## src/hw/rtl/ordered_list_table_engine_unit_defines.svh

```systemverilog
// Assertion macros shared by the list engine RTL.
// The macros expect a signal named clk in the using scope, and OLTE_ASSERT also one named rst_n.
`ifndef ORDERED_LIST_TABLE_ENGINE_UNIT_DEFINES_SVH
`define ORDERED_LIST_TABLE_ENGINE_UNIT_DEFINES_SVH

// Check a property on every edge outside reset.
`define OLTE_ASSERT(lbl, prop, msg) \
  lbl: assert property (@(posedge clk) disable iff (!rst_n) (prop)) else $error(msg);

// Check a property on every edge, reset included.
`define OLTE_ASSERT_ALWAYS(lbl, prop, msg) \
  lbl: assert property (@(posedge clk) (prop)) else $error(msg);

`endif

```

## src/hw/rtl/olte_pkg.sv

```systemverilog
package olte_pkg;

  // Request codes on in_operation
  typedef enum logic [2:0] {
    OP_INS_FRONT = 3'd0,
    OP_INS_BACK  = 3'd1,
    OP_INS_AT    = 3'd2,
    OP_REM_FRONT = 3'd3,
    OP_REM_BACK  = 3'd4,
    OP_REM_AT    = 3'd5,
    OP_FIND      = 3'd6,
    OP_READ      = 3'd7
  } op_t;

  // Result codes on out_status
  typedef enum logic [2:0] {
    ST_OK       = 3'd0,
    ST_EMPTY    = 3'd1,
    ST_BADPOS   = 3'd2,
    ST_FULL     = 3'd3,
    ST_NOTFOUND = 3'd4
  } status_t;

  // Kind of walk the sequencer runs over the entry memory
  typedef enum logic [1:0] {
    K_INS  = 2'd0,
    K_REM  = 2'd1,
    K_FIND = 2'd2,
    K_READ = 2'd3
  } kind_t;

  // Sequencer states
  typedef enum logic [1:0] {
    S_IDLE  = 2'd0,
    S_WALK  = 2'd1,
    S_FINAL = 2'd2,
    S_DONE  = 2'd3
  } state_t;

endpackage

```

## src/hw/rtl/ordered_list_table_engine_unit.sv

```systemverilog
// Ordered list engine: a bounded list of up to CAPACITY signed 32-bit values held in one
// single-port-read RAM, with a small sequencer that walks the RAM one entry per cycle. The
// block takes one request at a time; in_ready is high only while the sequencer is idle, and a
// finished result waits in the output register without stopping the next request. Inserts
// write the new value after the shift, and a find that hits ends the walk at the match. Insert
// and remove at position p read count - p entries, find reads up to the first match and read
// reads one. An insert at the back or a find on an empty list reads nothing, and a rejected
// request skips the walk. While the previous result still waits in the output register, the
// block holds its own finished result until that one is taken. The walk length is set by the
// one RAM read port, which moves one entry per cycle.
module ordered_list_table_engine_unit #(
  parameter int CAPACITY = 32
) (
  input  logic               clk,
  input  logic               rst_n,
  input  logic               in_valid,
  output logic               in_ready,
  input  logic [2:0]         in_operation,
  input  logic signed [31:0] in_data_value,
  input  logic [5:0]         in_position,
  output logic               out_valid,
  input  logic               out_ready,
  output logic [2:0]         out_status,
  output logic signed [31:0] out_result_value,
  output logic [5:0]         out_found_position,
  output logic [5:0]         out_entry_count
);

  import olte_pkg::*;

  localparam int AW = (CAPACITY > 1) ? $clog2(CAPACITY) : 1;
  localparam int CW = $clog2(CAPACITY + 1);
  localparam logic [CW-1:0] CAP_C = CW'(CAPACITY);

  // Control state
  state_t        state_r, state_nxt;
  logic [CW-1:0] total_r, total_nxt;
  logic          qv_r, qv_nxt;
  logic          out_valid_r, out_valid_nxt;

  // Working payload
  kind_t         kind_r, kind_nxt;
  logic [AW-1:0] at_r, at_nxt;
  logic [31:0]   val_r, val_nxt;
  logic [AW-1:0] rp_r, rp_nxt;
  logic [CW-1:0] n_r, n_nxt;
  logic [AW-1:0] qa_r, qa_nxt;
  status_t       res_st_r, res_st_nxt;
  logic [31:0]   res_val_r, res_val_nxt;
  logic [AW-1:0] res_pos_r, res_pos_nxt;

  // Output payload
  logic [2:0]    ost_r, ost_nxt;
  logic [31:0]   oval_r, oval_nxt;
  logic [5:0]    opos_r, opos_nxt;
  logic [5:0]    ocnt_r, ocnt_nxt;

  // Memory port
  logic          ram_we, ram_re;
  logic [AW-1:0] ram_waddr, ram_raddr;
  logic [31:0]   ram_wdata, ram_rdata;

  // Decode helpers
  op_t           op_in;
  logic          accept, full, empty, out_free;
  logic [31:0]   pos_ext, tot_ext;
  logic [CW-1:0] at_c;
  logic          walk_hit, walk_end;
  logic [AW+5:0] pos_wide;
  logic [CW+5:0] cnt_wide;

  olte_ram #(
    .WIDTH (32),
    .DEPTH (CAPACITY)
  ) u_ram (
    .clk   (clk),
    .we    (ram_we),
    .waddr (ram_waddr),
    .wdata (ram_wdata),
    .re    (ram_re),
    .raddr (ram_raddr),
    .rdata (ram_rdata)
  );

  assign op_in    = op_t'(in_operation);
  assign in_ready = (state_r == S_IDLE);
  assign accept   = in_valid && in_ready;
  assign full     = (total_r >= CAP_C);
  assign empty    = (total_r == '0);
  assign pos_ext  = 32'(in_position);
  assign tot_ext  = 32'(total_r);
  assign out_free = !out_valid_r || out_ready;

  // Pick the position a request acts on
  always_comb begin
    case (op_in)
      OP_INS_FRONT, OP_REM_FRONT, OP_FIND: at_c = '0;
      OP_INS_BACK:                         at_c = total_r;
      OP_REM_BACK:                         at_c = total_r - 1'b1;
      default:                             at_c = CW'(in_position);
    endcase
  end

  // Walk events: a match on the word just read, or nothing left to read or drain
  assign walk_hit = (state_r == S_WALK) && qv_r && (kind_r == K_FIND) && (ram_rdata == val_r);
  assign walk_end = (state_r == S_WALK) && !qv_r && (n_r == '0);

  // Next state
  always_comb begin
    state_nxt = state_r;
    case (state_r)
      S_IDLE: begin
        if (accept) begin
          state_nxt = S_WALK;
          case (op_in)
            OP_INS_FRONT, OP_INS_BACK, OP_INS_AT: begin
              if ((op_in == OP_INS_AT && pos_ext > tot_ext) || full) begin
                state_nxt = S_DONE;
              end
            end
            OP_REM_FRONT, OP_REM_BACK, OP_REM_AT: begin
              if (empty || (op_in == OP_REM_AT && pos_ext >= tot_ext)) begin
                state_nxt = S_DONE;
              end
            end
            OP_READ: begin
              if (pos_ext >= tot_ext) begin
                state_nxt = S_DONE;
              end
            end
            default: state_nxt = S_WALK;
          endcase
        end
      end
      S_WALK: begin
        if (walk_hit) begin
          state_nxt = S_DONE;
        end else if (walk_end) begin
          state_nxt = (kind_r == K_INS) ? S_FINAL : S_DONE;
        end
      end
      S_FINAL: state_nxt = S_DONE;
      S_DONE: begin
        if (out_free) begin
          state_nxt = S_IDLE;
        end
      end
      default: state_nxt = S_IDLE;
    endcase
  end

  // Datapath and memory control
  always_comb begin
    total_nxt     = total_r;
    qv_nxt        = 1'b0;
    kind_nxt      = kind_r;
    at_nxt        = at_r;
    val_nxt       = val_r;
    rp_nxt        = rp_r;
    n_nxt         = n_r;
    qa_nxt        = qa_r;
    res_st_nxt    = res_st_r;
    res_val_nxt   = res_val_r;
    res_pos_nxt   = res_pos_r;
    ram_we        = 1'b0;
    ram_waddr     = qa_r;
    ram_wdata     = ram_rdata;
    ram_re        = 1'b0;
    ram_raddr     = rp_r;
    out_valid_nxt = out_valid_r && !out_ready;
    ost_nxt       = ost_r;
    oval_nxt      = oval_r;
    opos_nxt      = opos_r;
    ocnt_nxt      = ocnt_r;

    case (state_r)
      // Decode the beat, settle rejections at once, set up the walk
      S_IDLE: begin
        if (accept) begin
          val_nxt     = in_data_value;
          at_nxt      = AW'(at_c);
          res_val_nxt = '0;
          res_pos_nxt = AW'(at_c);
          res_st_nxt  = ST_OK;
          case (op_in)
            OP_INS_FRONT, OP_INS_BACK, OP_INS_AT: begin
              kind_nxt = K_INS;
              rp_nxt   = AW'(total_r - 1'b1);
              n_nxt    = total_r - at_c;
              if (op_in == OP_INS_AT && pos_ext > tot_ext) begin
                res_st_nxt = ST_BADPOS;
              end else if (full) begin
                res_st_nxt = ST_FULL;
              end
            end
            OP_REM_FRONT, OP_REM_BACK, OP_REM_AT: begin
              kind_nxt = K_REM;
              rp_nxt   = AW'(at_c);
              n_nxt    = total_r - at_c;
              if (empty) begin
                res_st_nxt = ST_EMPTY;
              end else if (op_in == OP_REM_AT && pos_ext >= tot_ext) begin
                res_st_nxt = ST_BADPOS;
              end
            end
            OP_FIND: begin
              kind_nxt = K_FIND;
              rp_nxt   = '0;
              n_nxt    = total_r;
            end
            default: begin
              kind_nxt = K_READ;
              rp_nxt   = AW'(at_c);
              n_nxt    = CW'(1);
              if (pos_ext >= tot_ext) begin
                res_st_nxt = ST_BADPOS;
              end
            end
          endcase
          if (res_st_nxt != ST_OK) begin
            res_pos_nxt = '0;
          end
        end
      end

      // Issue one read per cycle and retire the word that came back
      S_WALK: begin
        if (n_r != '0) begin
          ram_re = 1'b1;
          rp_nxt = (kind_r == K_INS) ? rp_r - 1'b1 : rp_r + 1'b1;
          n_nxt  = n_r - 1'b1;
          qa_nxt = rp_r;
          qv_nxt = 1'b1;
        end
        if (qv_r) begin
          case (kind_r)
            K_INS: begin
              ram_we    = 1'b1;
              ram_waddr = qa_r + 1'b1;
            end
            K_REM: begin
              if (qa_r == at_r) begin
                res_val_nxt = ram_rdata;
              end else begin
                ram_we    = 1'b1;
                ram_waddr = qa_r - 1'b1;
              end
            end
            K_FIND: begin
              if (walk_hit) begin
                res_pos_nxt = qa_r;
                qv_nxt      = 1'b0;
                n_nxt       = '0;
              end
            end
            default: res_val_nxt = ram_rdata;
          endcase
        end
        if (walk_end) begin
          case (kind_r)
            K_REM:   total_nxt = total_r - 1'b1;
            K_FIND: begin
              res_st_nxt  = ST_NOTFOUND;
              res_pos_nxt = '0;
            end
            default: total_nxt = total_r;
          endcase
        end
      end

      // Drop the new value into the gap the shift opened
      S_FINAL: begin
        ram_we    = 1'b1;
        ram_waddr = at_r;
        ram_wdata = val_r;
        total_nxt = total_r + 1'b1;
      end

      // Hand the result to the output register once it is free
      S_DONE: begin
        if (out_free) begin
          out_valid_nxt = 1'b1;
          ost_nxt       = res_st_r;
          oval_nxt      = res_val_r;
          opos_nxt      = pos_wide[5:0];
          ocnt_nxt      = cnt_wide[5:0];
        end
      end

      default: out_valid_nxt = out_valid_r && !out_ready;
    endcase
  end

  assign pos_wide = {6'd0, res_pos_r};
  assign cnt_wide = {6'd0, total_r};

  // Control registers
  always_ff @(posedge clk) begin
    if (!rst_n) begin
      state_r     <= S_IDLE;
      total_r     <= '0;
      qv_r        <= 1'b0;
      out_valid_r <= 1'b0;
    end else begin
      state_r     <= state_nxt;
      total_r     <= total_nxt;
      qv_r        <= qv_nxt;
      out_valid_r <= out_valid_nxt;
    end
  end

  // Payload registers
  always_ff @(posedge clk) begin
    kind_r    <= kind_nxt;
    at_r      <= at_nxt;
    val_r     <= val_nxt;
    rp_r      <= rp_nxt;
    n_r       <= n_nxt;
    qa_r      <= qa_nxt;
    res_st_r  <= res_st_nxt;
    res_val_r <= res_val_nxt;
    res_pos_r <= res_pos_nxt;
    ost_r     <= ost_nxt;
    oval_r    <= oval_nxt;
    opos_r    <= opos_nxt;
    ocnt_r    <= ocnt_nxt;
  end

  assign out_valid          = out_valid_r;
  assign out_status         = ost_r;
  assign out_result_value   = oval_r;
  assign out_found_position = opos_r;
  assign out_entry_count    = ocnt_r;

`include "ordered_list_table_engine_unit_defines.svh"

  `OLTE_ASSERT(a_total_bounded, total_r <= CAP_C, "entry count above capacity")
  `OLTE_ASSERT(a_idle_keeps_total, (state_r == S_IDLE) |=> (total_r == $past(total_r)),
               "entry count moved on accept")
  `OLTE_ASSERT(a_write_in_walk, ram_we |-> (state_r == S_WALK || state_r == S_FINAL),
               "memory written outside a walk")
  `OLTE_ASSERT_ALWAYS(a_reset_clears, (!rst_n) |=> (!out_valid_r && state_r == S_IDLE),
                      "reset left a result pending")

endmodule

```

## src/hw/rtl/olte_ram.sv

```systemverilog
module olte_ram #(
  parameter int WIDTH = 32,
  parameter int DEPTH = 32
) (
  input  logic                                    clk,
  input  logic                                    we,
  input  logic [((DEPTH > 1) ? $clog2(DEPTH) : 1)-1:0] waddr,
  input  logic [WIDTH-1:0]                        wdata,
  input  logic                                    re,
  input  logic [((DEPTH > 1) ? $clog2(DEPTH) : 1)-1:0] raddr,
  output logic [WIDTH-1:0]                        rdata
);

  logic [WIDTH-1:0] mem [DEPTH];
  logic [WIDTH-1:0] rdata_r;

  // Write one word, read one word with registered output
  always_ff @(posedge clk) begin
    if (we) begin
      mem[waddr] <= wdata;
    end
    if (re) begin
      rdata_r <= mem[raddr];
    end
  end

  assign rdata = rdata_r;

endmodule
```

## config.mk

```make
export PLATFORM = sky130hd
export DESIGN_NAME = ordered_list_table_engine_unit
export DESIGN_NICKNAME = d
export VERILOG_FILES = /design/src/hw/rtl/olte_pkg.sv /design/src/hw/rtl/ordered_list_table_engine_unit.sv /design/src/hw/rtl/olte_ram.sv
export VERILOG_INCLUDE_DIRS = /design/src /design/src/hw/rtl
export SDC_FILE = /design/constraint.sdc
export NUM_CORES = 1
export LEC_CHECK = 0
export BUFFER_PORTS_ARGS = -buffer_cell sky130_fd_sc_hd__buf_2
export CORE_UTILIZATION = 30
export DETAILED_ROUTE_END_ITERATION = 8
export PLACE_DENSITY = 0.45
export SYNTH_ARGS = -nofsm -noshare
export SYNTH_HDL_FRONTEND = slang
export SYNTH_HIERARCHICAL = 1
export SYNTH_SLANG_ARGS = --single-unit
export TNS_END_PERCENT = 100
```

## constraint.sdc

```tcl
create_clock -name clk -period 5.9 [get_ports clk]
set_clock_uncertainty 0.15 [all_clocks]
set_input_delay 0.885 -clock clk [delete_from_list [all_inputs] [get_ports clk]]
set_output_delay 0.885 -clock clk [all_outputs]
set_load 0.03 [all_outputs]
```

==> results of run 1 <==
[worst max-delay path: cells and delay by family, from the launching register on]
kind,cells,cell delay (ps)
AND/OR/NAND/NOR,3,1450
XOR/XNOR,1,260
flip-flops,1,560
AO/OA/AOI/OAI,3,1380
buffers and inverters,1,330
[sequential cells by signal, summed over array words and instances (netlist names), 2 cells and up]
name / count
at_r: 5
kind_r: 2
n_r: 6
out_entry_count: 6
out_found_position: 5
out_result_value: 32
out_status: 3
qa_r: 5
ram_raddr: 5
res_pos_r: 5
res_st_r: 3
res_val_r: 32
state_r: 2
total_r: 6
u_ram/mem: 1024
u_ram/rdata: 32
val_r: 32
[kinds of logic after synthesis]
group	after synthesis	synth area share (%)
AO/OA/AOI/OAI	393	5.519
adder cells (fa/ha/maj)	27	0.7283
AND/OR/NAND/NOR	445	4.434
flip-flops	1207	74.61
XOR/XNOR	58	1.049
buffers and inverters	191	2.162
multiplexers	552	11.49
other	1	0.007741
[metrics by stage]
stage | hold slack, ps | cells
2_1_floorplan | 250.3 | 2874
3_3_place_gp | 253.1 | 5036
3_5_place_dp | 254.5 | 5036
4_1_cts | 73.19 | 5272
5_1_grt | 101.6 | 5272
6_report | 137.0 | 5276
[power groups by stage]
stage                     registers, mW  logic, mW  clock network (mW)
after floorplan                    12.1       5.49                   0
after global placement             12.3       9.77                   0
after detailed placement           12.3       9.78                   0
after CTS                          12.1       9.80                8.12
after global routing               12.1       10.3                8.44
final                              12.1       9.68                7.90
[layout make-up]
type,instances,area (sq um),area share (%)
sequential,1207,36140,64.94
clock inverter,66,621.8,1.117
multi-input combinational,1476,11560,20.77
timing repair buffer,159,1051,1.888
inverter,34,127.6,0.2293
clock buffer,170,3446,6.191
antenna,4,10.01,0.01798
tap,2160,2703,4.855
[how the worst min path moves through the flow]
| stage | endpoint | from | slack [ps] |
|---|---|---|---|
| finish | val_r[27]$_DFFE_PP_ | in_data_value[27] | 140 |
| global route | val_r[30]$_DFFE_PP_ | in_data_value[30] | 100 |
| CTS | val_r[27]$_DFFE_PP_ | in_data_value[27] | 70 |
| detailed placement | out_result_value[24]$_DFFE_PP_ | res_val_r[24]$_SDFFCE_PN0P_ | 250 |
| global placement | out_result_value[18]$_DFFE_PP_ | res_val_r[18]$_SDFFCE_PN0P_ | 250 |
| floorplan | out_result_value[0]$_DFFE_PP_ | res_val_r[0]$_SDFFCE_PN0P_ | 250 |
[per-layer routing]
layer  global-route usage (%)  part of all wire (%)  up-vias
met5                        0                     0        -
li1                         -                     -    11590
met3                    3.320                   5.3      153
met1                    23.77                    48    13300
met4                    4.685                   2.1        0
met2                    24.94                    45      621
[synthesized netlist by cell type (8+ instances only)]
cell type	number	area [sq um]
edfxtp_1	1197	35940
mux2i_1	519	5195
nand2_1	132	495.5
a21oi_1	125	625.6
nand3_1	107	535.5
a22oi_1	98	735.7
a22o_1	64	560.5
nor2_1	64	240.2
clkbuf_1	57	214.0
xnor2_1	50	437.9
nor3_1	46	230.2
and2_1	37	231.5
buf_4	35	262.8
a31oi_1	34	212.7
buf_2	33	165.2
mux2_2	33	371.6
inv_1	31	116.4
ha_1	25	312.8
o21ai_0	18	90.09
buf_6	17	191.4
nand4_1	12	75.07
dfxtp_1	10	200.2
buf_1	9	33.78
xor2_1	8	70.07
==> results_dict.tcl, run 1 <==
set metrics [dict create \
    status "completed" \
    grt_pass1_wl_mm 191.1 \
    rows 147 \
    p_int_mw 18.69 \
    cts-buffers-inserted 132 \
    ys_seq_area_share_pct 74.61 \
    critPathArrivalTime_ps 4780 \
    placed_area_sq_mm 0.05158 \
    fillCellCount 15320 \
    grt_pass1_vias 25160 \
    final_cell_mix "edfxtp_1 (1197), mux2i_1 (519), clkbuf_16 (132)" \
    dp_hpwl_mm 87.37 \
    worst_pin_slew_ps 1151 \
    fin_total_pwr_mw 29.65 \
    gp_congestion 0.7927 \
    whs_path_depth 1 \
    endpoint "u_ram/mem[4][31]$_DFFE_PP_" \
    finalSetupViolCount 0 \
    crit_path_end_kind "flop" \
    dp_slack_ps 1572 \
    antenna_found_initial 6 \
    rsz0062_at_grt "false" \
    fmax_mhz 223.5 \
    final_util_pct 34.71 \
    max-slew-margin-rel_pct 23.07 \
    final_common_cell "edfxtp_1" \
    hold_class "input port to flop" \
    power_density_mw_per_mm2 532.8 \
    drive_gt1_share_pct 13.50 \
    cts.path.max_buffers 3 \
    grt_overflow 0 \
    seq_power_share_pct 40.7 \
    path_cells "xnor2_1, nand2_1, o21ai_0, o21ai_0, o211ai_1, nand2_1, nor2_4, buf_4" \
    slowest_stage "o211ai_1" \
    cts_sinks 1207 \
    ir_drop_mv 0.5032 \
    drtIter0Drc 1989 \
    crit_start "qa_r[1]$_DFFE_PP_" \
    wire_per_inst_microns 25.65 \
    yosysWarnings 6 \
    netlist_instances 2874 \
    synthArstFlopShare_pct 0 \
    synth-main-ff-cell "edfxtp_1" \
    io_buffer_count 92 \
    ant_nets 0 \
    cts_resized 0 \
    yosysUniqueCellTypes 71 \
    clk_latency_ps 770 \
    report.final.hold_viol_count 0 \
    period_share_pct 75.83 \
    total_leakage_power_nw 19.02 \
    core_area_sq_mm 0.1604 \
    synth_area_per_cell_sq_um 16.86 \
    setup_slack_ps 1426 \
    switching_share_pct 36.96 \
    fp.dieArea_sq_mm 0.1631 \
    stdcell_area_sq_mm 0.05566 \
    synth_edf_count 1197 \
    rr_endpoint "u_ram/mem[4][31]$_DFFE_PP_" \
    cpPeakStageDelay_ps 870 \
    grtUsageTotal_pct 16.46 \
    regToRegSetupSlack_ps 1430 \
    drt-pass1-iter-count 5 \
    grt_max_degree 114 \
    synth_nets 2946 \
    power_frac_clock_pct 26.6 \
    start_util_pct 30.21 \
    drc 0 \
    drt-total-wl_mm 135.3 \
    io_pins 94 \
    min_period_ps 4474 \
    start_kind "flop" \
    p_comb_share_pct 32.6 \
    die_y_microns 403.9 \
    fin_nets 3082 \
    switching_power_mw 10.96 \
    worstPathMaxFanout 24 \
    cts.clk_slew.worst_paths_ps 60 \
    setup_tns_ps 0 \
    cts_setup_buffers 0 \
    viasPerCell 4.864 \
    cts_tree "done" \
    area_growth_pct 14.90 \
    maxCapViolations 0 \
    finalMaxSlewViolations 0 \
    r2r_start "qa_r[1]$_DFFE_PP_" \
    hold_buffers 0 \
    syn_area_sq_mm 0.04845 \
    yosys_register_bits 1207 \
    clockRootBuffer "clkbuf_16" \
    r2r_cells 8 \
    vias 25660 \
    crit_required_ps 6210 \
    cts-htree-levels 4 \
    die_width_microns 403.9 \
    worstSetupPathType "flop to flop" \
]
Note: power is estimated with default switching activity, not from simulation.
==> run 2: changes to the inputs <==
--- a/config.mk
+++ b/config.mk
@@ -9,7 +9,7 @@
 export BUFFER_PORTS_ARGS = -buffer_cell sky130_fd_sc_hd__buf_2
 export CORE_UTILIZATION = 30
 export DETAILED_ROUTE_END_ITERATION = 8
-export PLACE_DENSITY = 0.45
+export PLACE_DENSITY = 0.47
 export SYNTH_ARGS = -nofsm -noshare
 export SYNTH_HDL_FRONTEND = slang
 export SYNTH_HIERARCHICAL = 1
==> constraint.sdc (replaced) <==
create_clock -name clk -period 4.11 [get_ports clk]
set_clock_uncertainty 0.15 [all_clocks]
set_input_delay 0.6165 -clock clk [delete_from_list [all_inputs] [get_ports clk]]
set_output_delay 0.6165 -clock clk [all_outputs]
set_load 0.03 [all_outputs]
==> run 2 against run 1 <==
  * Via count up 0.78%
  * Setup slack worse by 1100 ps
  * Flip-flop and latch count unchanged
  * Sequential share of layout area down 1.7 points
  * Global-route usage down 0.79 points
  * Cell count up 2.0%
  * Final area up 2.6%
  * Die area unchanged
  * Register-to-register slack worse by 1100 ps
  * Sequential power up 43%
  * Critical path depth up 1
  * Critical path type unchanged
==> results_dict.tcl, run 2 (same netlist as run 1, synthesis figures left out) <==
set metrics [dict create \
    status "completed" \
    stdcell_area_sq_mm 0.05713 \
    hold_slack_ps 203.9 \
    crit_required_ps 4380 \
    p_comb_share_pct 33.0 \
    gp_congestion 0.8055 \
    finalSetupViolCount 0 \
    crit_buf_inv 1 \
    cts-htree-levels 4 \
    viasPerCell 4.807 \
    power_frac_clock_pct 26.6 \
    power_density_mw_per_mm2 747.2 \
    switching_power_mw 15.16 \
    period_share_pct 91.58 \
    cts-buffers-inserted 131 \
    crit_family "compound AO/OA/AOI/OAI gates" \
    cts.clk_slew.worst_paths_ps 60 \
    fillCellCount 15290 \
    fin_nets 3196 \
    cpPeakStageDelay_ps 700 \
    fin_total_pwr_mw 42.69 \
    maxCapViolations 0 \
    final_cell_mix "edfxtp_1 (1197), mux2i_1 (519), clkbuf_16 (141)" \
    total_leakage_power_nw 19.67 \
    fmax_mhz 265.7 \
    drt-pass1-iter-count 5 \
    worst_pin_slew_ps 1186 \
    dp_hpwl_mm 82.69 \
    crit_path_end_kind "flop" \
    cts_tree "done" \
    start_kind "flop" \
    multi_input_area_sq_mm 0.01156 \
    core_area_sq_mm 0.1604 \
    drc 0 \
    drt-total-wl_mm 128.7 \
    hold_class "input port to flop" \
    critPathArrivalTime_ps 4030 \
    die_width_microns 403.9 \
    ir_drop_mv 0.4114 \
    seq_power_share_pct 40.5 \
    grt_overflow 0 \
    path_cells "xnor2_1, nand3_1, o21ai_0, o41a_1, o311a_1, a311o_1, or3b_2, nor2_4, buf_12" \
    ant_nets 0 \
    io_buffer_count 92 \
    area_growth_pct 17.94 \
    worstSetupPathType "flop to flop" \
    grt_pass1_vias 25520 \
    antenna_found_initial 6 \
    vias 25860 \
    cts.path.max_buffers 3 \
    min_period_ps 3764 \
    io_pins 94 \
    placed_area_sq_mm 0.05271 \
    largest_register "u_ram/mem" \
    slowest_stage "or3b_2" \
    report.final.hold_viol_count 0 \
    clk_latency_ps 750 \
    drive_gt1_share_pct 15.51 \
    grt_max_degree 114 \
    cts_sinks 1207 \
    fp.dieArea_sq_mm 0.1631 \
    worstPathMaxFanout 32 \
    final_common_cell "edfxtp_1" \
    largest_reg_flops 1024 \
    switching_share_pct 35.52 \
    drtIter0Drc 2166 \
    wire_per_inst_microns 23.93 \
    max-slew-margin-rel_pct 20.76 \
    clockRootBuffer "clkbuf_16" \
    grt_pass1_wl_mm 185.3 \
    die_y_microns 403.9 \
    rows 147 \
    p_int_mw 27.53 \
    start_util_pct 30.21 \
    seqCellArea_sq_mm 0.03614 \
    grtUsageTotal_pct 15.67 \
    finalMaxSlewViolations 0 \
    rsz0062_at_grt "false" \
]
-- run 2: worst paths after layout --
path,to,startpoint,cells past startpoint,slack (ps)
setup / recovery,u_ram/mem[18][1]$_DFFE_PP_,qa_r[0]$_DFFE_PP_,9,350
hold / removal,ram_raddr[4]$_DFFE_PP_,in_position[4],3,200
setup reg to reg,u_ram/mem[18][1]$_DFFE_PP_,qa_r[0]$_DFFE_PP_,9,350
hold reg to reg,out_result_value[3]$_DFFE_PP_,res_val_r[3]$_SDFFCE_PN0P_,0,270
-- run 2: timing repair --
action,in CTS,in global routing
buffers inserted,0,0
gates resized for setup,0,0
hold buffers,34,0
hold endpoints to repair,34,0
-- run 2: per-layer routing --
metal	up-vias	global-route usage (%)	routed length, microns
met3	154	2.992	6029
met4	2	4.200	2485
met1	13350	22.84	62300
li1	11770	-	-
met5	-	0	13
met2	588	23.76	57900
-- run 2: final cells by class --
class / instances / area share, %
tap: 2160 / 4.730
antenna: 2 / 0.008760
inverter: 34 / 0.2234
multi-input combinational: 1476 / 20.23
timing repair buffer: 274 / 4.397
sequential: 1207 / 63.26
clock buffer: 170 / 6.366
clock inverter: 57 / 0.7818
-- run 2: stage by stage --
step	setup TNS (ps)	worst slack, ps	util (%)	cells
after floorplan	-29260	-167.4	-	2874
final	0	346.2	35.62	5380
after global placement	0	390.1	32.86	5117
after CTS	0	364.1	35.62	5378
after detailed placement	0	387.9	32.86	5117
after global routing	0	126.1	35.62	5378
-- run 2: power groups by stage --
stage                     logic, mW  registers [mW]  clock network (mW)
after global routing           15.1            17.4                12.1
after detailed placement       14.2            17.5                   0
final                          14.1            17.3                11.3
after CTS                      14.3            17.3                11.7
after global placement         14.2            17.5                   0
after floorplan                7.88            17.3                   0
-- run 2: tightest hold or removal path: stages --
cell,delay (ps)
buf_2,140
a211oi_1,110
a21oi_1,110
==> run 3: changes to the inputs <==
--- a/config.mk
+++ b/config.mk
@@ -6,12 +6,12 @@
 export SDC_FILE = /design/constraint.sdc
 export NUM_CORES = 1
 export LEC_CHECK = 0
+export ABC_CLOCK_PERIOD_IN_PS = 4110
 export BUFFER_PORTS_ARGS = -buffer_cell sky130_fd_sc_hd__buf_2
 export CORE_UTILIZATION = 30
 export DETAILED_ROUTE_END_ITERATION = 8
 export PLACE_DENSITY = 0.47
 export SYNTH_ARGS = -nofsm -noshare
 export SYNTH_HDL_FRONTEND = slang
-export SYNTH_HIERARCHICAL = 1
 export SYNTH_SLANG_ARGS = --single-unit
 export TNS_END_PERCENT = 100
==> run 3 against run 2 <==
  * Register-to-register slack worse by 160 ps
  * Total power is 2.2% lower
  * Die area is 2.0% lower
  * First-iteration DRC count is 6.0% higher
  * Sequential share of layout area is 1.4 points higher
  * Sequential power hardly changed
  * Count of clock-buffer cells in the layout is 10 lower
  * Synthesized cell count is 25% lower
  * Area after synthesis is 2.0% lower
==> results_dict.tcl, run 3 <==
set metrics [dict create \
    clk_latency_ps 730 \
    cts-htree-levels 4 \
    path_cells "xor2_1, nor2_1, a2111oi_1, xnor2_1, a211oi_4, nand3_1, nor2_4, buf_4" \
    period_share_pct 95.39 \
    cts_tree "done" \
    r2r_cells 8 \
    grt_pass1_vias 23800 \
    yosys-top-cells-count "edfxtp_1 (1197), mux4_2 (320), mux2_2 (65)" \
    fp.dieArea_sq_mm 0.1599 \
    vias 22850 \
    cts_setup_buffers 0 \
    maxCapViolations 0 \
    cts.path.max_buffers 3 \
    setup_tns_ps 0 \
    status "completed" \
    antenna_found_initial 5 \
    ant_nets 0 \
    synth-main-ff-cell "edfxtp_1" \
    grt_pass1_wl_mm 180.5 \
    slowest_stage "a2111oi_1" \
    finalSetupViolCount 0 \
    synth_edf_count 1197 \
    fmax_mhz 255.1 \
    report.final.hold_viol_count 0 \
    synth_top_cell_by_area "edfxtp_1" \
    drc 0 \
    viasPerCell 5.023 \
    finalMaxSlewViolations 0 \
    worst_pin_slew_ps 1064 \
    start_kind "flop" \
    synth_nets 2231 \
    yosysWarnings 0 \
    rows 145 \
    grt_max_degree 69 \
    synth_area_per_cell_sq_um 21.99 \
    ys_seq_area_share_pct 76.13 \
    whs_path_depth 4 \
    setup_slack_ps 189.7 \
    drt-pass1-iter-count 6 \
    total_leakage_power_nw 17.43 \
    syn_area_sq_mm 0.04748 \
    yosysTopAreaCellShare_pct 75.70 \
    drtIter0Drc 2295 \
    netlist_instances 2159 \
    cpPeakStageDelay_ps 640 \
    grt_overflow 0 \
    yosysUniqueCellTypes 63 \
    cts_sinks 1207 \
    io_buffer_count 92 \
    max-slew-margin-rel_pct 28.87 \
    clockRootBuffer "clkbuf_16" \
    power_density_mw_per_mm2 747.6 \
    core_area_sq_mm 0.1568 \
    power_frac_clock_pct 26.9 \
    final_cell_mix "edfxtp_1 (1197), mux4_2 (320), clkbuf_16 (137)" \
    final_common_cell "edfxtp_1" \
    crit_path_end_kind "flop" \
    drt-total-wl_mm 126.7 \
    fin_nets 2478 \
    min_period_ps 3920 \
    critPathArrivalTime_ps 4150 \
    crit_required_ps 4340 \
    largest_register "u_ram.mem" \
    yosysMostFrequentCell "edfxtp_1" \
    largest_reg_flops 1024 \
    synthArstFlopShare_pct 0 \
    die_y_microns 399.8 \
    p_comb_share_pct 31.3 \
    worstSetupPathType "flop to flop" \
    dp_hpwl_mm 75.89 \
    die_width_microns 399.8 \
    worstPathMaxFanout 17 \
    p_int_mw 28.27 \
    synth_area_leaders "edfxtp_1 (76%), mux4_2 (15%), mux2_2 (1.5%)" \
    wire_per_inst_microns 27.85 \
    switching_share_pct 32.31 \
    regToRegSetupSlack_ps 190 \
    hold_class "input port to flop" \
    io_pins 94 \
    cts-buffers-inserted 134 \
    gp_congestion 0.8741 \
    yosys_register_bits 1207 \
    area_growth_pct 17.67 \
    dp_slack_ps 396.3 \
    switching_power_mw 13.50 \
    grtUsageTotal_pct 15.99 \
    seq_power_share_pct 41.9 \
    start_util_pct 30.29 \
    rsz0062_at_grt "false" \
    ir_drop_mv 0.5125 \
    drive_gt1_share_pct 31.50 \
    cts.clk_slew.worst_paths_ps 60 \
]
-- run 3: cell count changes after synthesis, sizes merged, moves of 64 or more --
cell   previous run  this run
mux2i           519         7
mux4              0       320
a22oi            98         1
a21oi           125        31
nand2           132        43
nand3           107        23
a22o             64         0
-- run 3: cells by family (layout without fill, tap and decap cells) --
family | after synthesis | count (layout) | synth area share (%)
mux | 392 | 392 | 16.87
simple gates | 225 | 225 | 2.403
buf+inv | 139 | 469 | 1.196
other cells | 1 | 3 | 0.007898
fa+ha+maj | 27 | 27 | 0.7431
xor+xnor | 61 | 61 | 1.125
compound gates | 107 | 107 | 1.531
flops | 1207 | 1207 | 76.13
-- run 3: worst paths after layout --
| path | from | end |
|---|---|---|
| min | out_ready | out_valid$_SDFF_PN0_ |
| max reg2reg | qa_r[3]$_DFFE_PP_ | u_ram.mem[27][10]$_DFFE_PP_ |
| max | qa_r[3]$_DFFE_PP_ | u_ram.mem[27][10]$_DFFE_PP_ |
| min reg2reg | res_st_r[1]$_SDFFCE_PP0P_ | out_status[1]$_DFFE_PP_ |
-- run 3: final cells by class --
class | count | area (sq um)
Sequential cell | 1207 | 36140
Inverter | 34 | 127.6
Fill cell | 14440 | 100900
Timing Repair Buffer | 216 | 1999
Clock buffer | 160 | 3515
Multi-Input combinational cell | 813 | 11010
Clock inverter | 59 | 495.5
Tap cell | 2058 | 2575
Antenna cell | 2 | 5.005
-- run 3: routing by layer --
metal	share of wire, %	vias up	routed length [microns]	GRT usage (%)
met5	0	-	0	0
met4	1.8	0	2223	3.858
met3	4.6	156	5793	2.141
met2	50	712	63150	26.75
met1	44	12490	55510	22.02
li1	-	9498	-	-
-- run 3: critical path: cells and delay by family (launching register included) --
family	cells	cell delay (ps)
xor+xnor	2	450
simple gates	3	910
compound gates	2	1070
flops	1	560
buf+inv	1	400
-- run 3: per-stage QoR --
stage	power (mW)	instances	hold slack (ps)	area (sq um)	util [%]
after floorplan	25.60	2159	250.3	47480	-
after global placement	30.82	4295	253.3	51530	32.87
after detailed placement	31.02	4295	256.5	51530	32.87
after CTS	42.34	4547	16.01	55870	35.64
after global routing	43.47	4547	121.7	55870	35.64
final	41.77	4549	82.99	55870	35.64
-- run 3: what timing repair did --
item	in CTS	in global routing
setup endpoints to repair	0	0
hold buffers	33	0
hold endpoints to repair	34	0
resized for setup	0	0
-- run 3: power by group through the flow --
stage	sequential, mW	combinational [mW]	clock (mW)
detailed placement	17.7	13.3	0
CTS	17.5	13.3	11.5
finish	17.5	13.1	11.2
global route	17.6	14.0	11.9
global placement	17.7	13.1	0
floorplan	17.5	8.13	0
